$ cat src/hw/rtl/madt_pkg.sv
// Shared types, constants and helper functions for the MADT entry stream parser.
// Used by madt_parse_core, madt_result_fifo and madt_entry_stream_parser_unit.
// No dependencies.
package madt_pkg;

    // Capacity limits for stored CPUs and interrupt source overrides.
    localparam logic [6:0] CpuLimit      = 7'd64;
    localparam logic [4:0] OverrideLimit = 5'd16;

    // Result kinds.
    localparam logic [1:0] KindCpu      = 2'd0;
    localparam logic [1:0] KindIoApic   = 2'd1;
    localparam logic [1:0] KindOverride = 2'd2;
    localparam logic [1:0] KindEnd      = 2'd3;

    // Record types.
    localparam logic [7:0] RecLocalApic = 8'd0;
    localparam logic [7:0] RecIoApic    = 8'd1;
    localparam logic [7:0] RecOverride  = 8'd2;
    localparam logic [7:0] RecX2Apic    = 8'd9;

    // Table header layout.
    localparam logic [29:0] WordTableLength = 30'd1;   // bytes 4..7
    localparam logic [29:0] WordLocalApic   = 30'd9;   // bytes 36..39
    localparam logic [31:0] LengthKnownOffset = 32'd7;
    localparam logic [31:0] FirstRecordOffset = 32'd44;

    // Record layout.
    localparam logic [7:0] RecOffType   = 8'd0;
    localparam logic [7:0] RecOffLength = 8'd1;
    localparam logic [7:0] RecOffSmall  = 8'd3;
    localparam logic [5:0] WordFieldA   = 6'd1;        // record bytes 4..7
    localparam logic [5:0] WordFieldB   = 6'd2;        // record bytes 8..11
    localparam logic [7:0] MinRecordLength = 8'd2;
    localparam logic [7:0] X2ApicMinLength = 8'd16;

    // Result queue depth; it must hold at least two entries.
    localparam int ResultDepth = 4;
    localparam int ResultPtrW  = $clog2(ResultDepth);
    localparam int ResultCntW  = $clog2(ResultDepth + 1);

    typedef struct packed {
        logic [7:0] data_byte;
        logic       table_start;
    } madt_item_t;

    typedef struct packed {
        logic [1:0]  record_kind;
        logic [7:0]  apic_id;
        logic [6:0]  cpu_total;
        logic [31:0] io_apic_address;
        logic [7:0]  isa_irq;
        logic [31:0] global_irq;
        logic [15:0] override_flags;
        logic [4:0]  override_total;
        logic [31:0] local_apic_address;
        logic        bad_length_stop;
        logic        last;
    } madt_result_t;

    // Up to two results produced by one byte, in delivery order.
    typedef struct packed {
        logic [1:0]   count;
        madt_result_t first;
        madt_result_t second;
    } madt_push_t;

    function automatic madt_result_t blank_result(input logic [1:0]  kind,
                                                  input logic [6:0]  cpus,
                                                  input logic [4:0]  ovrs,
                                                  input logic [31:0] lapic);
        madt_result_t r;
        r = '0;
        r.record_kind        = kind;
        r.cpu_total          = cpus;
        r.override_total     = ovrs;
        r.local_apic_address = lapic;
        return r;
    endfunction

endpackage

$ cat src/hw/rtl/madt_entry_stream_parser_unit.sv
// Top level of the MADT entry stream parser: input register and parser core,
// followed by a small result queue. Depends on madt_pkg, madt_parse_core and
// madt_result_fifo.
//
// Usage: the bytes of an MADT table enter on the item channel, one byte per
// transfer, with table_start set on the first byte of each table. Results leave
// on the result channel: a CPU added, an I/O APIC address, an override stored,
// and a table end; at most two per byte, the final one carrying last.
// A byte waits in the input register; its results are written into the queue.
// Throughput: one byte per cycle while item_stall is low. A byte that causes two
// results (a record closing on the table's final byte) does not slow the input;
// the queue drains them one per transfer.
// Stalling: while the receiver stalls, results collect in a four-entry queue;
// item_stall rises once fewer than two entries are free and a byte is waiting
// in the input register, so nothing is lost.
// Reset: clears both counts and the walk; the first byte after reset is taken
// as offset zero of a table. CPU and override counts persist across tables.
module madt_entry_stream_parser_unit (
    input  logic                   clk,
    input  logic                   rst_n,
    input  logic                   item_valid,
    output logic                   item_stall,
    input  madt_pkg::madt_item_t   item,
    output logic                   result_valid,
    input  logic                   result_stall,
    output madt_pkg::madt_result_t result
);
    import madt_pkg::*;

    madt_push_t push;
    logic       room_two;

    madt_parse_core u_core (
        .clk        (clk),
        .rst_n      (rst_n),
        .item_valid (item_valid),
        .item_stall (item_stall),
        .item       (item),
        .room_two   (room_two),
        .push       (push)
    );

    madt_result_fifo u_fifo (
        .clk          (clk),
        .rst_n        (rst_n),
        .push         (push),
        .room_two     (room_two),
        .result_valid (result_valid),
        .result_stall (result_stall),
        .result       (result)
    );

    // A table end is always the final result of its byte.
    assert property (@(posedge clk) disable iff (!rst_n)
        result_valid && result.record_kind == KindEnd |-> result.last)
        else $error("table end result without last");

    // The stop flag is only reported on a table end.
    assert property (@(posedge clk) disable iff (!rst_n)
        result_valid && result.record_kind != KindEnd |-> !result.bad_length_stop)
        else $error("bad length flag on a record result");

    // An APIC ID is only carried by a CPU result.
    assert property (@(posedge clk) disable iff (!rst_n)
        result_valid && result.record_kind != KindCpu |-> result.apic_id == 8'd0)
        else $error("APIC ID on a non-CPU result");

    // Counts saturate at their limits.
    assert property (@(posedge clk) disable iff (!rst_n)
        result_valid |-> result.cpu_total <= CpuLimit
                         && result.override_total <= OverrideLimit)
        else $error("count beyond its limit");

endmodule

$ cat src/hw/rtl/madt_parse_core.sv
// Input register and single-pass byte parser of the MADT entry stream parser.
// Holds the table and record walk state; emits up to two results per byte.
// Depends on madt_pkg.
module madt_parse_core (
    input  logic                  clk,
    input  logic                  rst_n,
    input  logic                  item_valid,
    output logic                  item_stall,
    input  madt_pkg::madt_item_t  item,
    input  logic                  room_two,
    output madt_pkg::madt_push_t  push
);
    import madt_pkg::*;

    logic        stage_valid_reg;
    madt_item_t  stage_item_reg;
    logic        fire;

    logic [31:0] offset_reg, tlen_reg, lapic_reg, fa_reg, fb_reg;
    logic [7:0]  rtype_reg, rlen_reg, roff_reg, sf_reg;
    logic        stopped_reg, ended_reg;
    logic [6:0]  cpu_cnt_reg;
    logic [4:0]  ovr_cnt_reg;

    logic [31:0] offset_next, tlen_next, lapic_next, fa_next, fb_next;
    logic [7:0]  rtype_next, rlen_next, roff_next, sf_next;
    logic        stopped_next, ended_next;
    logic [6:0]  cpu_cnt_next;
    logic [4:0]  ovr_cnt_next;

    logic [7:0]  b;
    logic        walk, finish, want_cpu, rec_hit, end_now;
    logic [1:0]  rec_kind;
    logic [7:0]  cpu_id;
    madt_result_t rec_res, end_res;

    assign item_stall = stage_valid_reg && !room_two;
    assign fire       = stage_valid_reg && room_two;

    always_ff @(posedge clk or negedge rst_n)
    begin
        if (!rst_n)
        begin
            stage_valid_reg <= 1'b0;
        end
        else if (item_valid && !item_stall)
        begin
            stage_valid_reg <= 1'b1;
        end
        else if (fire)
        begin
            stage_valid_reg <= 1'b0;
        end
    end

    always_ff @(posedge clk)
    begin
        if (item_valid && !item_stall)
        begin
            stage_item_reg <= item;
        end
    end

    always_comb
    begin
        b = stage_item_reg.data_byte;

        // A table start restarts the walk before this byte is looked at.
        if (stage_item_reg.table_start)
        begin
            offset_next  = '0;
            tlen_next    = '0;
            lapic_next   = '0;
            rtype_next   = '0;
            rlen_next    = '0;
            roff_next    = '0;
            fa_next      = '0;
            fb_next      = '0;
            sf_next      = '0;
            stopped_next = 1'b0;
            ended_next   = 1'b0;
        end
        else
        begin
            offset_next  = offset_reg;
            tlen_next    = tlen_reg;
            lapic_next   = lapic_reg;
            rtype_next   = rtype_reg;
            rlen_next    = rlen_reg;
            roff_next    = roff_reg;
            fa_next      = fa_reg;
            fb_next      = fb_reg;
            sf_next      = sf_reg;
            stopped_next = stopped_reg;
            ended_next   = ended_reg;
        end
        cpu_cnt_next = cpu_cnt_reg;
        ovr_cnt_next = ovr_cnt_reg;

        walk     = 1'b0;
        finish   = 1'b0;
        want_cpu = 1'b0;
        rec_hit  = 1'b0;
        end_now  = 1'b0;
        rec_kind = KindCpu;
        cpu_id   = '0;

        if (!ended_next)
        begin
            if (offset_next[31:2] == WordTableLength)
            begin
                tlen_next[{offset_next[1:0], 3'b000} +: 8] =
                    tlen_next[{offset_next[1:0], 3'b000} +: 8] | b;
            end
            else if (offset_next[31:2] == WordLocalApic)
            begin
                lapic_next[{offset_next[1:0], 3'b000} +: 8] =
                    lapic_next[{offset_next[1:0], 3'b000} +: 8] | b;
            end

            walk = (offset_next >= FirstRecordOffset) && (offset_next < tlen_next)
                   && !stopped_next;

            if (walk)
            begin
                if (roff_next == RecOffType)
                begin
                    rtype_next = b;
                    rlen_next  = '0;
                    fa_next    = '0;
                    fb_next    = '0;
                    sf_next    = '0;
                    roff_next  = RecOffLength;
                end
                else
                begin
                    if (roff_next == RecOffLength)
                    begin
                        rlen_next = b;
                    end
                    else if (roff_next == RecOffSmall)
                    begin
                        sf_next = b;
                    end
                    else if (roff_next[7:2] == WordFieldA)
                    begin
                        fa_next[{roff_next[1:0], 3'b000} +: 8] =
                            fa_next[{roff_next[1:0], 3'b000} +: 8] | b;
                    end
                    else if (roff_next[7:2] == WordFieldB)
                    begin
                        fb_next[{roff_next[1:0], 3'b000} +: 8] =
                            fb_next[{roff_next[1:0], 3'b000} +: 8] | b;
                    end

                    // A length below two cannot be walked past, so the walk ends here.
                    if (roff_next == RecOffLength && b < MinRecordLength)
                    begin
                        stopped_next = 1'b1;
                        roff_next    = RecOffType;
                    end
                    else if ({1'b0, roff_next} + 9'd1 >= {1'b0, rlen_next})
                    begin
                        roff_next = RecOffType;
                        finish    = 1'b1;
                    end
                    else
                    begin
                        roff_next = roff_next + 8'd1;
                    end
                end
            end

            if (finish)
            begin
                unique case (rtype_next)
                    RecLocalApic:
                    begin
                        want_cpu = fa_next[1:0] != 2'b00;
                        cpu_id   = sf_next;
                    end
                    RecX2Apic:
                    begin
                        want_cpu = (rlen_next >= X2ApicMinLength) && (fb_next[1:0] != 2'b00);
                        cpu_id   = fa_next[7:0];
                    end
                    RecIoApic:
                    begin
                        rec_hit  = 1'b1;
                        rec_kind = KindIoApic;
                    end
                    RecOverride:
                    begin
                        if (ovr_cnt_reg < OverrideLimit)
                        begin
                            ovr_cnt_next = ovr_cnt_reg + 5'd1;
                            rec_hit      = 1'b1;
                            rec_kind     = KindOverride;
                        end
                    end
                    default:
                    begin
                        want_cpu = 1'b0;
                    end
                endcase

                if (want_cpu && cpu_cnt_reg < CpuLimit)
                begin
                    cpu_cnt_next = cpu_cnt_reg + 7'd1;
                    rec_hit      = 1'b1;
                    rec_kind     = KindCpu;
                end
            end

            end_now = (offset_next >= LengthKnownOffset)
                      && ({1'b0, offset_next} + 33'd1 >= {1'b0, tlen_next});
            if (end_now)
            begin
                ended_next = 1'b1;
            end
            else if (offset_next != '1)
            begin
                offset_next = offset_next + 32'd1;
            end
        end

        rec_res = blank_result(rec_kind, cpu_cnt_next, ovr_cnt_next, lapic_next);
        unique case (rec_kind)
            KindCpu:
            begin
                rec_res.apic_id = cpu_id;
            end
            KindIoApic:
            begin
                rec_res.io_apic_address = fa_next;
            end
            KindOverride:
            begin
                rec_res.isa_irq        = sf_next;
                rec_res.global_irq     = fa_next;
                rec_res.override_flags = fb_next[15:0];
            end
            default:
            begin
                rec_res.bad_length_stop = 1'b0;
            end
        endcase

        end_res = blank_result(KindEnd, cpu_cnt_next, ovr_cnt_next, lapic_next);
        end_res.bad_length_stop = stopped_next;
        end_res.last            = 1'b1;

        push = '0;
        if (fire)
        begin
            if (rec_hit && end_now)
            begin
                push.count  = 2'd2;
                push.first  = rec_res;
                push.second = end_res;
            end
            else if (rec_hit)
            begin
                push.count      = 2'd1;
                push.first      = rec_res;
                push.first.last = 1'b1;
            end
            else if (end_now)
            begin
                push.count = 2'd1;
                push.first = end_res;
            end
        end
    end

    always_ff @(posedge clk or negedge rst_n)
    begin
        if (!rst_n)
        begin
            offset_reg  <= '0;
            tlen_reg    <= '0;
            lapic_reg   <= '0;
            rtype_reg   <= '0;
            rlen_reg    <= '0;
            roff_reg    <= '0;
            fa_reg      <= '0;
            fb_reg      <= '0;
            sf_reg      <= '0;
            stopped_reg <= 1'b0;
            ended_reg   <= 1'b0;
            cpu_cnt_reg <= '0;
            ovr_cnt_reg <= '0;
        end
        else if (fire)
        begin
            offset_reg  <= offset_next;
            tlen_reg    <= tlen_next;
            lapic_reg   <= lapic_next;
            rtype_reg   <= rtype_next;
            rlen_reg    <= rlen_next;
            roff_reg    <= roff_next;
            fa_reg      <= fa_next;
            fb_reg      <= fb_next;
            sf_reg      <= sf_next;
            stopped_reg <= stopped_next;
            ended_reg   <= ended_next;
            cpu_cnt_reg <= cpu_cnt_next;
            ovr_cnt_reg <= ovr_cnt_next;
        end
    end

endmodule

$ cat src/hw/rtl/madt_result_fifo.sv
// Small result queue of the MADT entry stream parser: takes up to two results
// per cycle from the parser and delivers one per transfer. Depends on madt_pkg.
module madt_result_fifo (
    input  logic                   clk,
    input  logic                   rst_n,
    input  madt_pkg::madt_push_t   push,
    output logic                   room_two,
    output logic                   result_valid,
    input  logic                   result_stall,
    output madt_pkg::madt_result_t result
);
    import madt_pkg::*;

    madt_result_t            mem [ResultDepth];
    logic [ResultPtrW-1:0]   wr_ptr_reg, rd_ptr_reg;
    logic [ResultPtrW-1:0]   wr_ptr_next, rd_ptr_next, wr_ptr_plus;
    logic [ResultCntW-1:0]   count_reg, count_next;
    logic                    pop;

    assign result_valid = count_reg != '0;
    assign result       = mem[rd_ptr_reg];
    assign pop          = result_valid && !result_stall;
    // Room is judged on the registered fill so that it never waits on the receiver.
    assign room_two     = count_reg <= ResultCntW'(ResultDepth - 2);

    assign wr_ptr_plus = wr_ptr_reg + ResultPtrW'(1);
    assign wr_ptr_next = wr_ptr_reg + ResultPtrW'(push.count);
    assign rd_ptr_next = pop ? rd_ptr_reg + ResultPtrW'(1) : rd_ptr_reg;
    assign count_next  = count_reg + ResultCntW'(push.count) - ResultCntW'(pop);

    always_ff @(posedge clk)
    begin
        if (push.count != 2'd0)
        begin
            mem[wr_ptr_reg] <= push.first;
        end
        if (push.count == 2'd2)
        begin
            mem[wr_ptr_plus] <= push.second;
        end
    end

    always_ff @(posedge clk or negedge rst_n)
    begin
        if (!rst_n)
        begin
            wr_ptr_reg <= '0;
            rd_ptr_reg <= '0;
            count_reg  <= '0;
        end
        else
        begin
            wr_ptr_reg <= wr_ptr_next;
            rd_ptr_reg <= rd_ptr_next;
            count_reg  <= count_next;
        end
    end

endmodule

$ cat config.mk
export PLATFORM = sky130hd
export DESIGN_NAME = madt_entry_stream_parser_unit
export DESIGN_NICKNAME = d
export VERILOG_FILES = /design/src/hw/rtl/madt_pkg.sv /design/src/hw/rtl/madt_entry_stream_parser_unit.sv /design/src/hw/rtl/madt_parse_core.sv /design/src/hw/rtl/madt_result_fifo.sv
export SDC_FILE = /design/constraint.sdc
export NUM_CORES = 2
export LEC_CHECK = 0
export BUFFER_PORTS_ARGS = -buffer_cell sky130_fd_sc_hd__buf_2
export CAP_MARGIN = 5
export CORE_MARGIN = 2
export CORE_UTILIZATION = 52
export CTS_CLUSTER_DIAMETER = 80
export DETAILED_ROUTE_END_ITERATION = 7
export PLACE_DENSITY_LB_ADDON = 0.15
export SLEW_MARGIN = 25
export SYNTH_ARGS = -nofsm -noshare
export SYNTH_HDL_FRONTEND = slang
export SYNTH_SLANG_ARGS = --single-unit
$ cat constraint.sdc
create_clock -name clk -period 16.3 [get_ports clk]
set_input_delay 1.63 -clock clk [delete_from_list [all_inputs] [get_ports clk]]
set_output_delay 1.63 -clock clk [all_outputs]
set_load 0.05 [all_outputs]
==> results.ini <==
[synth]
synthAdderAreaFrac_pct = 2.92
syn_avg_cell_area_sq_um = 11.0
synthMostInstantiatedCell = dfxtp_1
yosysWarnings = 0
yosysSeqAreaShare_pct = 51.4
synthDominantCellAreaShare_pct = 20.7
synth_compound_area_share_pct = 17.5
synth_edf_count = 201
synthCells = 3383
async_flop_share_pct = 26.8
synth_top_family_by_area = compound AO/OA/AOI/OAI gates
yosys.area.top_type = dfxtp_1
yosys.area_share.simple_pct = 12.4
synth_area_leaders = dfxtp_1 (21%), edfxtp_1 (16%), dfrtp_1 (14%), mux4_2 (9.7%), a22o_1 (7.0%)
synth.distinct_cells = 88
synthMuxAreaShare_pct = 11.4
syn_nets = 3482
synth_flop_cell = dfxtp_1
synth_xor_area_share_pct = 1.34
syn-cell-area_sq_mm = 0.0371
ys_top_cells_by_count = dfxtp_1 (384), nand2_1 (371), nor2_1 (304)
ys_ff_latch = 799

[route]
dr.pass1.iters = 6
drt_iter0_markers = 3172
routedWlPerCell_microns = 24.9
via_per_inst = 6.50
wl_microns = 111000
drc = 0
ant_nets = 0
via_count = 28900

[finish]
instances_no_fill = 4450
num-fill-cells = 5772
drive_gt1_share_pct = 17.2
multiInputGateArea_sq_mm = 0.0171
design_area_sq_mm = 0.0415
syn_to_final_growth_pct = 11.8
top_register = u_fifo.mem
nets = 3538
regArea_sq_mm = 0.0191
largest_reg_flops = 576

[critical_path]
start_kind = flip-flop
cp_max_fo = 49
crit_type = flip-flop to flip-flop
cp_data_required_time_ns = 16.76
arrival_ns = 10.51
endpoint_kind = flip-flop

[global_routing]
grt_pass1_wl_microns = 171000
antenna_found_initial = 2
grtUsageTotal_pct = 29.7
overflow = 0
grt_pass1_vias = 28100
grt_max_degree = 86

[placed_design]
dpl_cell_area_sq_mm = 0.0387
place_ws_ns = 6.69
dp.cells = 4294
gp_congestion = 0.937
port_buffers = 158
hpwl_microns = 72800

[timing]
setup_slack_ns = 6.25
final-setup-viol-count = 0
max_slew_margin_pct = 27.2
tightest_slew_ns = 1.09
timing.fmax_mhz = 99.5
finalSetupTns_ns = 0
final_hold_viol_count = 0
rsz0062_at_grt = false
post-route-period-util_pct = 61.6
period_needed_ns = 10.05
finalClockSkew_ns = 0.0251
final-max-slew-violation-count = 0

[power_and_ir_drop]
power_mw = 5.44
p_leak_nw = 16.1
powerDensity_mw_per_mm2 = 131
irDropWorstVdd_mv = 0.242

[clock_tree]
cts_setup_buffers = 0
cts_resized = 0
cts_buffers = 83
cts.sinks = 799
cts.path.max_buffers = 3
root_buffer = clkbuf_16
ctsHoldBuffers = 0
h-tree-depth = 3
clk_pin_slew_ns = 0.06
tritoncts = built
insertion_delay_ns = 0.64

[die]
pin_count = 159
rows = 97
initial_utilization_pct = 52.8
dieHeight_microns = 271
die-area_sq_mm = 0.0736
die_w_microns = 271
core_sq_mm = 0.0704

[min_path]
hp-class = flip-flop to flip-flop

[status]
run_status = finished, final reports clean

[run]
maxCapViolations = 0

area by class of cell:
class / count / share of cell area, %
multi-input cells: 2297 / 41.1
flip-flops and latches: 799 / 46.0
clock inverters: 36 / 0.850
inverters: 46 / 0.416
diodes: 1 / 0.00603
well taps: 940 / 2.83
repair buffers: 212 / 2.94
clock buffers: 119 / 5.92
where the power goes:
group	leakage, nW	switching (mW)	total (mW)	internal [mW]
Clock	1.39	0.812	1.95	1.13
Sequential	7.92	0.0677	2.13	2.06
Combinational	6.76	0.956	1.36	0.405
Total	16.1	1.84	5.44	3.60
metal layers:
layer	share of wire, %	wire (microns)	GRT usage, %	up-vias
met3	8.6	9520	5.28	184
li1	-	-	-	12700
met2	46	51000	46.0	1393
met5	0	0	0	-
met4	2.3	2500	7.89	0
met1	43	47900	43.3	14600
logic make-up (layout without fill, tap and decap cells):
family                   count (synthesis)  after routing
multiplexers                           218            218
AND/OR/NAND/NOR                       1004           1004
buffers and inverters                  287            413
other                                    0              1
AO/OA/AOI/OAI                          932            932
flip-flops                             799            799
XOR/XNOR                                57             57
adder cells (fa/ha/maj)                 86             86
layout by cell type (no fill, tap or decap), types with 8 or more instances in the layout:
master | netlist | routed
a21o_1 | 45 | 45
a21oi_1 | 88 | 85
a22o_1 | 296 | 296
a22oi_1 | 80 | 80
a31oi_1 | 44 | 43
and2_1 | 19 | 18
and3_1 | 24 | 24
buf_2 | 24 | 157
buf_4 | 1 | 50
clkbuf_1 | 173 | 17
clkbuf_16 | 0 | 88
clkbuf_8 | 0 | 14
clkinv_2 | 0 | 18
dfrtp_1 | 214 | 210
dfxtp_1 | 384 | 384
edfxtp_1 | 201 | 201
ha_1 | 85 | 85
inv_1 | 44 | 40
mux2_2 | 24 | 24
mux2i_1 | 33 | 33
mux4_2 | 160 | 160
nand2_1 | 371 | 369
nand2b_1 | 22 | 22
nand3_1 | 53 | 53
nand4_1 | 22 | 22
nor2_1 | 304 | 301
nor2_2 | 9 | 12
nor2b_1 | 31 | 31
nor3_1 | 50 | 48
nor3b_1 | 37 | 37
nor4_1 | 14 | 12
o21ai_0 | 263 | 263
o21ai_1 | 14 | 11
o22ai_1 | 22 | 22
o2bb2ai_1 | 18 | 18
o31ai_1 | 8 | 8
or2_2 | 13 | 13
xnor2_1 | 37 | 37
xor2_1 | 20 | 20
path summary, 6_finish.rpt:
kind | from | end | slack [ns] | cells past startpoint
max | u_core.stage_item_reg[0] | u_fifo.mem[2][128] | 6.25 | 25
min | u_fifo.mem[3][47] | u_fifo.mem[3][47] | 0.45 | 2
max reg2reg | u_core.stage_item_reg[0] | u_fifo.mem[2][128] | 6.25 | 25
min reg2reg | u_fifo.mem[3][47] | u_fifo.mem[3][47] | 0.45 | 2
max in group asynchronous | rst_n | u_core.offset_reg[0] | 13.88 | 2
min in group asynchronous | rst_n | u_core.fa_reg[5] | 0.99 | 1
worst max-delay path, cell delays in order (launching register included):
cell	delay, ns
edfxtp_1	0.63
buf_4	0.50
nor2_1	0.19
ha_1	0.66
nand2_1	0.37
nor4_1	0.29
buf_4	0.22
a22oi_1	0.14
ha_1	0.37
a21oi_1	0.19
o221ai_1	0.16
a221oi_1	0.53
o2111ai_1	0.40
nor2_1	0.53
nand4_2	0.57
nor3b_1	0.72
a211o_1	0.19
ha_1	0.37
nand2_1	0.21
nor2_1	0.80
a21oi_4	0.40
inv_2	0.11
buf_4	0.58
o21ai_4	0.09
buf_4	0.31
nor3_1	0.25
through the flow:
| step | hold slack (ns) | utilization, % |
|---|---|---|
| 2_1_floorplan | 0.420 | - |
| 3_3_place_gp | 0.429 | 54.9 |
| 3_5_place_dp | 0.438 | 55.0 |
| 4_1_cts | 0.452 | 59.0 |
| 5_1_grt | 0.468 | 59.0 |
| 6_report | 0.452 | 59.0 |
Note: power is estimated with default switching activity, not from simulation.
